## config.mk

```make
export PLATFORM = sky130hd
export DESIGN_NAME = srs_ctrl
export DESIGN_NICKNAME = d
export VERILOG_FILES = /design/src/rtl/srs_pkg.sv /design/src/rtl/srs_ctrl.sv
export SDC_FILE = /design/constraint.sdc
export NUM_CORES = 1
export LEC_CHECK = 0
export BUFFER_PORTS_ARGS = -buffer_cell sky130_fd_sc_hd__buf_2
export CAP_MARGIN = 20
export CORE_ASPECT_RATIO = 1.5
export CORE_UTILIZATION = 62
export DETAILED_ROUTE_END_ITERATION = 8
export MAX_ROUTING_LAYER = met4
export PLACE_DENSITY = 0.85
export SLEW_MARGIN = 15
export SYNTH_ARGS = -nofsm -noshare
export SYNTH_HDL_FRONTEND = slang
export SYNTH_SLANG_ARGS = --single-unit
```

## constraint.sdc

```tcl
create_clock -name i_clk -period 4.4 [get_ports i_clk]
set_clock_uncertainty 0.1 [all_clocks]
set_input_delay 0 -clock i_clk [delete_from_list [all_inputs] [get_ports i_clk]]
set_output_delay 0 -clock i_clk [all_outputs]
set_load 0.005 [all_outputs]
```

## src/rtl/srs_pkg.sv

```systemverilog
// shared types, codes and arithmetic helpers for the sparse row store
// used by srs_ctrl, srs_dp and sparse_row_store_with_slack
package srs_pkg;

    localparam int POOL_SLOTS_DEF = 4096;
    localparam int MAX_ROWS_DEF   = 256;

    localparam int CMD_W    = 2;
    localparam int ROW_W    = 8;
    localparam int COL_W    = 16;
    localparam int VAL_W    = 32;
    localparam int ST_W     = 3;
    localparam int CNT_W    = 13;
    localparam int RATIO_W  = 10;
    localparam int NROWS_W  = 9;
    localparam int NCOLS_W  = 17;
    localparam int CFG_IDX_W = 2;
    localparam int CFG_DAT_W = 17;

    localparam logic [NROWS_W-1:0] NUM_ROWS_RST = 9'd256;
    localparam logic [NCOLS_W-1:0] NUM_COLS_RST = 17'd65536;

    localparam logic [CMD_W-1:0] CMD_ADD   = 2'd0;
    localparam logic [CMD_W-1:0] CMD_REM   = 2'd1;
    localparam logic [CMD_W-1:0] CMD_CLEAR = 2'd2;
    localparam logic [CMD_W-1:0] CMD_SCALE = 2'd3;

    localparam logic [CFG_IDX_W-1:0] CFG_SPARE_RATIO = 2'd0;
    localparam logic [CFG_IDX_W-1:0] CFG_NUM_ROWS    = 2'd1;
    localparam logic [CFG_IDX_W-1:0] CFG_NUM_COLS    = 2'd2;

    localparam logic [ST_W-1:0] ST_INSERTED    = 3'd0;
    localparam logic [ST_W-1:0] ST_ACCUMULATED = 3'd1;
    localparam logic [ST_W-1:0] ST_REMOVED     = 3'd2;
    localparam logic [ST_W-1:0] ST_NOT_FOUND   = 3'd3;
    localparam logic [ST_W-1:0] ST_CLEARED     = 3'd4;
    localparam logic [ST_W-1:0] ST_SCALED      = 3'd5;
    localparam logic [ST_W-1:0] ST_FULL        = 3'd6;
    localparam logic [ST_W-1:0] ST_BAD         = 3'd7;

    // datapath micro-operations issued by the controller
    typedef enum logic [4:0] {
        OP_NONE, OP_LOAD, OP_ROW_RD, OP_ROW_CAP, OP_SRCH_RD, OP_SRCH_CMP,
        OP_HIT_RD, OP_ADD_WR, OP_REM_WR, OP_NXT_RD, OP_NXT_CAP, OP_INSERT,
        OP_CLEAR, OP_SCL_RD, OP_SCL_MUL, OP_SCL_WR, OP_LOOP_INIT, OP_LOOP_RD,
        OP_CNT_CAP, OP_SUM_ADD, OP_CP_RD, OP_CP_WR, OP_NEXT_ROW, OP_PL_SET,
        OP_PL_RD, OP_PL_WR, OP_PL_NEXT, OP_PL_END, OP_OUT
    } t_op;

    typedef struct packed {
        t_op             op;
        logic            st_we;
        logic [ST_W-1:0] st_val;
    } t_ctl;

    typedef struct packed {
        logic is_add;
        logic is_rem;
        logic is_clr;
        logic bad_row;
        logic bad_col;
        logic k_more;
        logic col_eq;
        logic need_lay;
        logic ins_full;
        logic rr_more;
        logic total_over;
        logic cp_more;
        logic pl_more;
        logic out_free;
    } t_flags;

    function automatic logic signed [VAL_W-1:0] sat32(input logic signed [63:0] v);
        logic signed [63:0] hi;
        logic signed [63:0] lo;
        hi = 64'sd2147483647;
        lo = -64'sd2147483648;
        if (v > hi) begin
            return 32'sh7FFFFFFF;
        end else if (v < lo) begin
            return 32'sh80000000;
        end
        return v[VAL_W-1:0];
    endfunction

    // q16.16 product: round half up, drop 16 fraction bits, saturate
    function automatic logic signed [VAL_W-1:0] qmul_round(input logic signed [63:0] prod);
        logic signed [63:0] p;
        p = prod + 64'sd32768;
        return sat32(p >>> 16);
    endfunction

endpackage

```

## src/rtl/srs_ctrl.sv

```systemverilog
// sequencer for the sparse row store: walks each command through its steps
// depends on srs_pkg for the op codes, status codes and flag/command structs
module srs_ctrl import srs_pkg::*; (
    input  logic   i_clk,
    input  logic   i_rst_n,
    input  logic   i_in_valid,
    output logic   o_in_ready,
    input  t_flags i_flags,
    output t_ctl   o_ctl
);

    typedef enum logic [30:0] {
        S_IDLE    = 31'h00000001,
        S_ROW_RD  = 31'h00000002,
        S_ROW_CAP = 31'h00000004,
        S_SRCH_RD = 31'h00000008,
        S_SRCH_CMP = 31'h00000010,
        S_HIT_RD  = 31'h00000020,
        S_HIT_WR  = 31'h00000040,
        S_NXT_RD  = 31'h00000080,
        S_NXT_CAP = 31'h00000100,
        S_NXT_CHK = 31'h00000200,
        S_INS_CHK = 31'h00000400,
        S_CLR     = 31'h00000800,
        S_SCL_RD  = 31'h00001000,
        S_SCL_MUL = 31'h00002000,
        S_SCL_WR  = 31'h00004000,
        S_SUM_RD  = 31'h00008000,
        S_SUM_CNT = 31'h00010000,
        S_SUM_ADD = 31'h00020000,
        S_SUM_CHK = 31'h00040000,
        S_CP_ROW  = 31'h00080000,
        S_CP_CAP  = 31'h00100000,
        S_CP_RD   = 31'h00200000,
        S_CP_WR   = 31'h00400000,
        S_PL_ROW  = 31'h00800000,
        S_PL_CNT  = 31'h01000000,
        S_PL_SET  = 31'h02000000,
        S_PL_RD   = 31'h04000000,
        S_PL_WR   = 31'h08000000,
        S_RE_RD   = 31'h10000000,
        S_DONE    = 31'h20000000,
        S_RE_CAP  = 31'h40000000
    } t_state;

    t_state r_state;
    t_state n_state;
    t_ctl   w_ctl;

    always_ff @(posedge i_clk) begin
        if (!i_rst_n) begin
            r_state <= S_IDLE;
        end else begin
            r_state <= n_state;
        end
    end

    always_comb begin
        n_state      = r_state;
        w_ctl.op     = OP_NONE;
        w_ctl.st_we  = 1'b0;
        w_ctl.st_val = ST_BAD;
        unique case (r_state)
            S_IDLE: begin
                if (i_in_valid) begin
                    w_ctl.op = OP_LOAD;
                    n_state  = S_ROW_RD;
                end
            end
            S_ROW_RD: begin
                w_ctl.op = OP_ROW_RD;
                n_state  = S_ROW_CAP;
            end
            S_ROW_CAP: begin
                w_ctl.op = OP_ROW_CAP;
                if (i_flags.bad_row ||
                    ((i_flags.is_add || i_flags.is_rem) && i_flags.bad_col)) begin
                    w_ctl.st_we  = 1'b1;
                    w_ctl.st_val = ST_BAD;
                    n_state      = S_DONE;
                end else if (i_flags.is_add || i_flags.is_rem) begin
                    n_state = S_SRCH_RD;
                end else if (i_flags.is_clr) begin
                    n_state = S_CLR;
                end else begin
                    n_state = S_SCL_RD;
                end
            end
            S_SRCH_RD: begin
                w_ctl.op = OP_SRCH_RD;
                if (i_flags.k_more) begin
                    n_state = S_SRCH_CMP;
                end else if (i_flags.is_rem) begin
                    w_ctl.st_we  = 1'b1;
                    w_ctl.st_val = ST_NOT_FOUND;
                    n_state      = S_DONE;
                end else begin
                    n_state = S_NXT_RD;
                end
            end
            S_SRCH_CMP: begin
                w_ctl.op = OP_SRCH_CMP;
                n_state  = i_flags.col_eq ? S_HIT_RD : S_SRCH_RD;
            end
            S_HIT_RD: begin
                w_ctl.op = OP_HIT_RD;
                n_state  = S_HIT_WR;
            end
            S_HIT_WR: begin
                w_ctl.st_we = 1'b1;
                if (i_flags.is_add) begin
                    w_ctl.op     = OP_ADD_WR;
                    w_ctl.st_val = ST_ACCUMULATED;
                end else begin
                    w_ctl.op     = OP_REM_WR;
                    w_ctl.st_val = ST_REMOVED;
                end
                n_state = S_DONE;
            end
            S_NXT_RD: begin
                w_ctl.op = OP_NXT_RD;
                n_state  = S_NXT_CAP;
            end
            S_NXT_CAP: begin
                w_ctl.op = OP_NXT_CAP;
                n_state  = S_NXT_CHK;
            end
            S_NXT_CHK: begin
                if (i_flags.need_lay) begin
                    w_ctl.op = OP_LOOP_INIT;
                    n_state  = S_SUM_RD;
                end else begin
                    n_state = S_INS_CHK;
                end
            end
            S_INS_CHK: begin
                w_ctl.st_we = 1'b1;
                if (i_flags.ins_full) begin
                    w_ctl.st_val = ST_FULL;
                end else begin
                    w_ctl.op     = OP_INSERT;
                    w_ctl.st_val = ST_INSERTED;
                end
                n_state = S_DONE;
            end
            S_CLR: begin
                w_ctl.op     = OP_CLEAR;
                w_ctl.st_we  = 1'b1;
                w_ctl.st_val = ST_CLEARED;
                n_state      = S_DONE;
            end
            S_SCL_RD: begin
                if (i_flags.k_more) begin
                    w_ctl.op = OP_SCL_RD;
                    n_state  = S_SCL_MUL;
                end else begin
                    w_ctl.st_we  = 1'b1;
                    w_ctl.st_val = ST_SCALED;
                    n_state      = S_DONE;
                end
            end
            S_SCL_MUL: begin
                w_ctl.op = OP_SCL_MUL;
                n_state  = S_SCL_WR;
            end
            S_SCL_WR: begin
                w_ctl.op = OP_SCL_WR;
                n_state  = S_SCL_RD;
            end
            // first pass over the rows: size of the new layout
            S_SUM_RD: begin
                if (i_flags.rr_more) begin
                    w_ctl.op = OP_LOOP_RD;
                    n_state  = S_SUM_CNT;
                end else begin
                    n_state = S_SUM_CHK;
                end
            end
            S_SUM_CNT: begin
                w_ctl.op = OP_CNT_CAP;
                n_state  = S_SUM_ADD;
            end
            S_SUM_ADD: begin
                w_ctl.op = OP_SUM_ADD;
                n_state  = S_SUM_RD;
            end
            S_SUM_CHK: begin
                if (i_flags.total_over) begin
                    w_ctl.st_we  = 1'b1;
                    w_ctl.st_val = ST_FULL;
                    n_state      = S_DONE;
                end else begin
                    w_ctl.op = OP_LOOP_INIT;
                    n_state  = S_CP_ROW;
                end
            end
            // second pass: pack all entries into scratch
            S_CP_ROW: begin
                if (i_flags.rr_more) begin
                    w_ctl.op = OP_LOOP_RD;
                    n_state  = S_CP_CAP;
                end else begin
                    w_ctl.op = OP_LOOP_INIT;
                    n_state  = S_PL_ROW;
                end
            end
            S_CP_CAP: begin
                w_ctl.op = OP_ROW_CAP;
                n_state  = S_CP_RD;
            end
            S_CP_RD: begin
                if (i_flags.cp_more) begin
                    w_ctl.op = OP_CP_RD;
                    n_state  = S_CP_WR;
                end else begin
                    w_ctl.op = OP_NEXT_ROW;
                    n_state  = S_CP_ROW;
                end
            end
            S_CP_WR: begin
                w_ctl.op = OP_CP_WR;
                n_state  = S_CP_RD;
            end
            // third pass: place rows back with their spare slots
            S_PL_ROW: begin
                if (i_flags.rr_more) begin
                    w_ctl.op = OP_LOOP_RD;
                    n_state  = S_PL_CNT;
                end else begin
                    w_ctl.op = OP_PL_END;
                    n_state  = S_RE_RD;
                end
            end
            S_PL_CNT: begin
                w_ctl.op = OP_CNT_CAP;
                n_state  = S_PL_SET;
            end
            S_PL_SET: begin
                w_ctl.op = OP_PL_SET;
                n_state  = S_PL_RD;
            end
            S_PL_RD: begin
                if (i_flags.pl_more) begin
                    w_ctl.op = OP_PL_RD;
                    n_state  = S_PL_WR;
                end else begin
                    w_ctl.op = OP_PL_NEXT;
                    n_state  = S_PL_ROW;
                end
            end
            S_PL_WR: begin
                w_ctl.op = OP_PL_WR;
                n_state  = S_PL_RD;
            end
            // after a layout the row is read again and captured on the way back
            S_RE_RD: begin
                w_ctl.op = OP_ROW_RD;
                n_state  = S_RE_CAP;
            end
            S_RE_CAP: begin
                w_ctl.op = OP_ROW_CAP;
                n_state  = S_INS_CHK;
            end
            S_DONE: begin
                if (i_flags.out_free) begin
                    w_ctl.op = OP_OUT;
                    n_state  = S_IDLE;
                end
            end
            default: begin
                n_state = S_IDLE;
            end
        endcase
    end

    assign o_in_ready = (r_state == S_IDLE);
    assign o_ctl      = w_ctl;

endmodule

```

After elaboration in Yosys (flattened, before gate mapping)
Cells that the tools add are included.

Equality and inequality tests: 33. Muxes and demuxes: 38. Reductions and logical operators: 10.

Operators by type and width (count): $pmux W31 S27 (1); $mux W31 (5); $pmux W5 S27 (1); $mux W30 (3); $mux W4 (9); $eq A31 B1 Y1 const B (1); $eq A31 B10 Y1 const B (1); $eq A31 B11 Y1 const B (1); $eq A31 B12 Y1 const B (1); $eq A31 B13 Y1 const B (1); $eq A31 B14 Y1 const B (1); $eq A31 B15 Y1 const B (1); $eq A31 B16 Y1 const B (1); $eq A31 B17 Y1 const B (1); $eq A31 B18 Y1 const B (1); $eq A31 B19 Y1 const B (1); $eq A31 B2 Y1 const B (1); $eq A31 B20 Y1 const B (1); $eq A31 B21 Y1 const B (1); $eq A31 B22 Y1 const B (1); $eq A31 B23 Y1 const B (1); $eq A31 B24 Y1 const B (1); $eq A31 B25 Y1 const B (1); $eq A31 B26 Y1 const B (1); 31 further kinds (43).

Flip-flop bits (word level): 31. Input bits: 17. Output and inout port bits: 10. Word-level logic and storage cells: 82.

Longest topological paths before layout
Gate-level depths: netlist of the first run.

Depth after elaboration: 5. Gate-level depth with buffers: 8. Depth with buffers taken out: 7.

Worst setup path before layout of the first run
Ideal clock, no wire load.

Path type: flip-flop to flip-flop. Start: reg r_state[12]. End: reg r_state[0]. Library setup time: 132 ps. Arrival: 1970 ps. Data required time: 4168 ps. Path slack: 2198 ps. Cell stages (with the launch flop): 8. Path buffers: 0. Period minus slack after synthesis: 2202 ps. Cells stage by stage: dfxtp_1 nor4_4 nand2_4 or4_4 nor4b_4 nand4b_2 nor3_1 nand3b_1.

Longest elaborated chain between the ends: 3. Elaborated cells between the ends (all ways): 38. Classes of those cells: eq/ne (33); mux (1); reduce/logical (4).

Ends and longest elaborated chain: from (decl) (line srs_ctrl.sv:46) `t_state r_state;`; from (signal assigned) (line srs_ctrl.sv:54) `r_state <= n_state;`; $eq A31 B12 Y1 (tied with other cells) (line srs_ctrl.sv:63) `unique case (r_state)`; $reduce_or A3 Y1 (no line) (tied with other cells); $pmux W31 S27 or $reduce_and A2 Y1 (tied branches).

Several ways; a longest one is shown, not always the timed one. A chain may end at the register's enable or synchronous reset.

==> flow_summary.json, run 1 <==
{
  "setup_tns_ps": 0,
  "leakage_nw": 1.02,
  "yosys.area_share.simple_pct": 55.1,
  "drv_cap": 0,
  "pre_cts_slack_ps": 1550,
  "dieArea_um2": 3670,
  "critPathLaunchType": "flip-flop",
  "grt_pass1_wl_mm": 10.6,
  "grt_usage_pct": 40.0,
  "grt_max_degree": 28,
  "numPortBuffers": 26,
  "n_antenna_cell": 0,
  "slew_headroom_pct": 45.8,
  "area_delta_synth_final_pct": 17.5,
  "final_cells": 339,
  "yosys_register_bits": 31,
  "status": "completed",
  "htree_num_levels": 2,
  "synthAdderAreaFrac_pct": 0,
  "row_count": 25,
  "fin_util_pct": 77.5,
  "cts_buffers": 5,
  "wl_mm": 6.70,
  "cts_resized": 0,
  "cp.arrival_ps": 3150,
  "clockBufferDepth": 2,
  "path_class": "reg -> out",
  "vias_per_cell": 6.91,
  "post_cts_buffers": 0,
  "drc_errors": 0,
  "path_clk_slew_ps": 70,
  "worst_slew_pin_slew_ps": 805,
  "tritoncts": "built",
  "avgRoutedWirePerCell_um": 19.8,
  "setup_viol": 0,
  "top_register": "r_state",
  "dr.first_iter.drc_count": 218,
  "synthXorXnorAreaFrac_pct": 2.06,
  "synth-main-ff-cell": "dfxtp_1",
  "seq_area_um2": 621,
  "synth_compound_gate_area_share_pct": 11.3,
  "gr-total-overflow": 0,
  "slew_viol_final": 0,
  "seq_area_frac_synth_pct": 29.2,
  "fmax_mhz": 308,
  "setup_slack_ps": 1150,
  "reg2reg_slack_ps": 1340,
  "min_path_type": "in -> reg",
  "top_regs": "r_state x31",
  "worst_skew_pair.late_latency_ps": 290,
  "core_um2": 3220,
  "clock_sinks": 31,
  "die_width_um": 49.8,
  "hold_viol_final": 0,
  "pin_count": 27,
  "synth_mux_area_share_pct": 0,
  "rsz0062_at_grt": "no",
  "end_kind": "primary output",
  "yosysUniqueCellTypes": 53,
  "dp_hpwl_mm": 4.93,
  "final_cell_mix": "nor2_1, dfxtp_1, buf_2",
  "dr_total_vias": 2343,
  "num-fill-cells": 249,
  "antenna_found_initial": 0,
  "cts_hold_buffers": 11,
  "synth.avg_cell_area_um2": 8.23,
  "peakVddDrop_mv": 0.200,
  "final_antenna_net_count": 0,
  "synthesis.nets": 275,
  "synth-async-reset-ratio_pct": 0,
  "cellPowerDensity_nw_per_um2": 246,
  "final_common_cell": "nor2_1",
  "largest_reg_flops": 31,
  "die_y_um": 73.7,
  "fin_crit_sh_pct": 73.9,
  "cp_max_fo": 13,
  "multi_input_comb_area_um2": 1460,
  "syn_area_um2": 2120,
  "firstDrtPassIters": 6,
  "grt_pass1_vias": 2244,
  "worstPathRequired_ps": 4300,
  "initial_core_util_pct": 65.9,
  "synth_top_family_by_area": "simple AND/OR/NAND/NOR gates",
  "synthCells": 258,
  "synth_edf_count": 0,
  "gp_congestion": 1.01,
  "final_net_count": 315,
  "design_area_um2": 2500,
  "post-route-min-period_ps": 3250,
  "dp_cells": 320,
  "yosysWarnings": 0,
  "post_dp_cell_area_um2": 2290,
  "post_route_cells_drive_above_1_share_pct": 18.7,
  "cts-root-buf": "clkbuf_8"
}
## per-layer routing
| layer | vias to the layer above | track usage [%] | share of wire [%] |
|---|---|---|---|
| met5 | - | - | 0 |
| met4 | 0 | 27.9 | 6.4 |
| met3 | 45 | 8.28 | 7.5 |
| met2 | 166 | 67.6 | 50 |
| met1 | 1060 | 41.0 | 36 |
| li1 | 1072 | - | - |
## worst paths after layout
kind	from	end	cells after the start
worst max-delay path	r_state[24]	o_ctl[4]	8
worst min-delay path	i_flags[3]	r_state[19]	3
worst max register to register	r_state[24]	r_state[11]	7
worst min register to register	r_state[28]	r_state[30]	3
## per-stage QoR
stage	total power, mW	hold WS [ps]
2_1_floorplan	0.331	-24.4
3_3_place_gp	0.355	151
3_5_place_dp	0.357	158
4_1_cts	0.608	5.86
5_1_grt	0.631	17.4
6_report	0.614	19.0
## worst max-delay path, cell delays in order, from the launching register on
cell and delay, ps:
dfxtp_1 370, nor4_4 500, nand4_2 470, nor4_2 660, nand2_1 190, o22ai_1 270
nor4bb_1 100, nand4_1 170, buf_2 130
## Yosys cell counts (5+ instances only)
cell	number	area share [%]
nand3_1	9	2.1
nand3b_1	8	2.8
nand4_1	9	2.6
nand2b_1	5	1.5
a21oi_1	5	1.2
dfxtp_1	31	29
inv_1	8	1.4
nor4_2	5	2.9
and2_1	9	2.6
nor2_1	33	5.8
nor4_1	8	2.4
nor4_4	5	5.0
nand2_1	21	3.7
nor2b_1	9	2.6
nor3_1	17	4.0
nor4b_1	9	3.7
and3_1	6	1.8
## cells by family after synthesis
group | count (synthesis)
AOI/OAI and AO/OA | 32
and+or+nand+nor | 178
buffers and inverters | 12
xor gates and xnor gates | 5
DFF | 31
## power by group
group          internal, mW  switching (mW)
sequential            0.283         0.00228
clock                 0.143           0.111
combinational        0.0288          0.0463
## final cells by class
cell class                      instances  area share, %
Multi-Input combinational cell        215           58.3
Sequential cell                        31           24.9
Timing Repair Buffer                   37           9.62
Clock buffer                            8           4.01
Tap cell                               40           2.01
Inverter                                8           1.20
No activity file was read; power rests on OpenSTA's default activity.
==> inputs of run 2 (changes only) <==
--- a/config.mk
+++ b/config.mk
@@ -5,13 +5,14 @@
 export SDC_FILE = /design/constraint.sdc
 export NUM_CORES = 1
 export LEC_CHECK = 0
+export ABC_AREA = 1
 export BUFFER_PORTS_ARGS = -buffer_cell sky130_fd_sc_hd__buf_2
 export CAP_MARGIN = 20
 export CORE_ASPECT_RATIO = 1.5
-export CORE_UTILIZATION = 62
+export CORE_UTILIZATION = 59
 export DETAILED_ROUTE_END_ITERATION = 8
 export MAX_ROUTING_LAYER = met4
-export PLACE_DENSITY = 0.85
+export PLACE_DENSITY = 0.8
 export SLEW_MARGIN = 15
 export SYNTH_ARGS = -nofsm -noshare
 export SYNTH_HDL_FRONTEND = slang
==> constraint.sdc (replaced) <==
create_clock -name i_clk -period 3.3 [get_ports i_clk]
set_clock_uncertainty 0.1 [all_clocks]
set_input_delay 0 -clock i_clk [delete_from_list [all_inputs] [get_ports i_clk]]
set_output_delay 0 -clock i_clk [all_outputs]
set_load 0.005 [all_outputs]
==> run 2 against run 1 <==
Die area is 22% higher; setup slack got worse by 540 ps; core utilization fell by 6.7 points; register-to-register slack got worse by 730 ps; global-route usage decreased by 5.0 points; sequential share of layout area is 2.9 points lower; critical path type is now reg -> reg.
==> flow_summary.json, run 2 <==
{
  "status": "completed",
  "cts_resized": 0,
  "yosysWarnings": 0,
  "htree_num_levels": 2,
  "synth_edf_count": 0,
  "final_common_cell": "nor2_1",
  "setup_slack_ps": 605,
  "drv_cap": 0,
  "leakage_nw": 1.32,
  "top_regs": "r_state x31",
  "syn_area_um2": 2480,
  "setup_tns_ps": 0,
  "cp_max_fo": 16,
  "final_antenna_net_count": 0,
  "slew_headroom_pct": 67.1,
  "grt_max_degree": 23,
  "avgRoutedWirePerCell_um": 14.1,
  "synth.avg_cell_area_um2": 6.16,
  "dr_total_vias": 2639,
  "pre_cts_slack_ps": 902,
  "n_antenna_cell": 0,
  "numPortBuffers": 26,
  "synth_common_cells": "nor2_1, nand2_1, inv_1",
  "die_width_um": 55.0,
  "fin_util_pct": 70.8,
  "drc_errors": 0,
  "grt_pass1_wl_mm": 10.8,
  "wl_mm": 6.90,
  "post_cts_buffers": 0,
  "setup_viol": 0,
  "hold_viol_final": 0,
  "post_route_cells_drive_above_1_share_pct": 20.3,
  "top_register": "r_state",
  "yosys_register_bits": 31,
  "synthCells": 403,
  "min_path_type": "in -> reg",
  "critPathLaunchType": "flip-flop",
  "worstPathRequired_ps": 3370,
  "grt_pass1_vias": 2538,
  "path_clk_slew_ps": 70,
  "slew_viol_final": 0,
  "holdWs_ps": 25.8,
  "cts-root-buf": "clkbuf_8",
  "post_dp_cell_area_um2": 2590,
  "dieArea_um2": 4480,
  "end_kind": "flip-flop",
  "worst_skew_pair.late_latency_ps": 280,
  "synthesis.nets": 420,
  "area_delta_synth_final_pct": 13.9,
  "synth_top_area_share_pct": 25.0,
  "dp_cells": 466,
  "seq_area_frac_synth_pct": 25.0,
  "gr-total-overflow": 0,
  "synth-main-ff-cell": "dfxtp_1",
  "antenna_found_initial": 0,
  "vias_per_cell": 5.41,
  "final_cells": 488,
  "initial_core_util_pct": 62.2,
  "synthTopCellsByArea": "dfxtp_1, nor2_1, nand2_1",
  "die_y_um": 81.4,
  "largest_reg_flops": 31,
  "gp_congestion": 1.09,
  "synth-async-reset-ratio_pct": 0,
  "firstDrtPassIters": 4,
  "pin_count": 27,
  "rsz0062_at_grt": "no",
  "tritoncts": "built",
  "dr.first_iter.drc_count": 90,
  "fin_crit_sh_pct": 81.7,
  "worst_slew_pin_slew_ps": 494,
  "yosysTopAreaCell": "dfxtp_1",
  "cts_buffers": 5,
  "path_class": "reg -> reg",
  "row_count": 28,
  "peakVddDrop_mv": 0.247,
  "core_um2": 3990,
  "clock_sinks": 31,
  "post-route-min-period_ps": 2690,
  "synth.most_common_cell": "nor2_1",
  "fmax_mhz": 371,
  "cellPowerDensity_nw_per_um2": 284,
  "yosysUniqueCellTypes": 30,
  "cp.arrival_ps": 2760,
  "power_mw": 0.804,
  "cts_hold_buffers": 15,
  "clockBufferDepth": 2,
  "final_cell_mix": "nor2_1, nand2_1, inv_1",
  "design_area_um2": 2830,
  "dp_hpwl_mm": 5.43,
  "final_net_count": 460,
  "grt_usage_pct": 35.0
}
==> run 2: cell count changes after synthesis, sizes merged, moves of 10 or more <==
cell | before | now
nand2 | 23 | 96
nor4 | 18 | 7
nor4b | 10 | 0
nand3 | 9 | 22
inv | 8 | 60
nor2 | 33 | 123
==> run 2: kinds of logic after synthesis <==
logic type / after synthesis / share of synthesized area (%)
buf+inv: 68 / 12.2
flops: 31 / 25.0
simple gates: 278 / 56.4
compound gates: 26 / 6.35
==> run 2: path summary, 6_finish.rpt <==
| path | from | end | slack, ps | cells past startpoint |
|---|---|---|---|---|
| setup reg to reg | r_state[8] | r_state[0] | 610 | 11 |
| setup / recovery | r_state[8] | r_state[0] | 610 | 11 |
| hold reg to reg | r_state[21] | r_state[22] | 580 | 4 |
| hold / removal | i_flags[3] | r_state[19] | 30 | 4 |
==> run 2: layout make-up <==
type	instances	area [µm²]
multi-input cells	304	1560
fillers	386	1170
flip-flops and latches	31	621
repair buffers	41	280
inverters	60	225
clock buffers	6	82.6
well taps	45	56.3
clock inverters	1	5.00
==> run 2: report_power, final <==
group / switching [mW] / total (mW) / internal [mW] / leakage, nW
registers: 0.00273 / 0.380 / 0.377 / 0.250
logic: 0.0807 / 0.122 / 0.0415 / 1.02
clock network: 0.138 / 0.301 / 0.163 / 0.0470
==> run 2: per-layer routing <==
metal	track usage, %	vias up	wire (µm)
met5	-	-	0
met4	22.3	0	371
met3	5.00	34	301
met2	61.0	82	3610
met1	34.6	1184	2610
li1	-	1339	-
==> run 2: worst max-delay path, cell delays in order (launching register included) <==
cell	delay, ps
dfxtp_1	320
nor2_1	200
nand2_2	150
nor2_4	340
nand2_4	210
a21oi_1	320
nor2_1	100
nand2_1	80
nor2_1	40
nand3_2	90
nand3b_1	80
dlygate4sd3_1	560
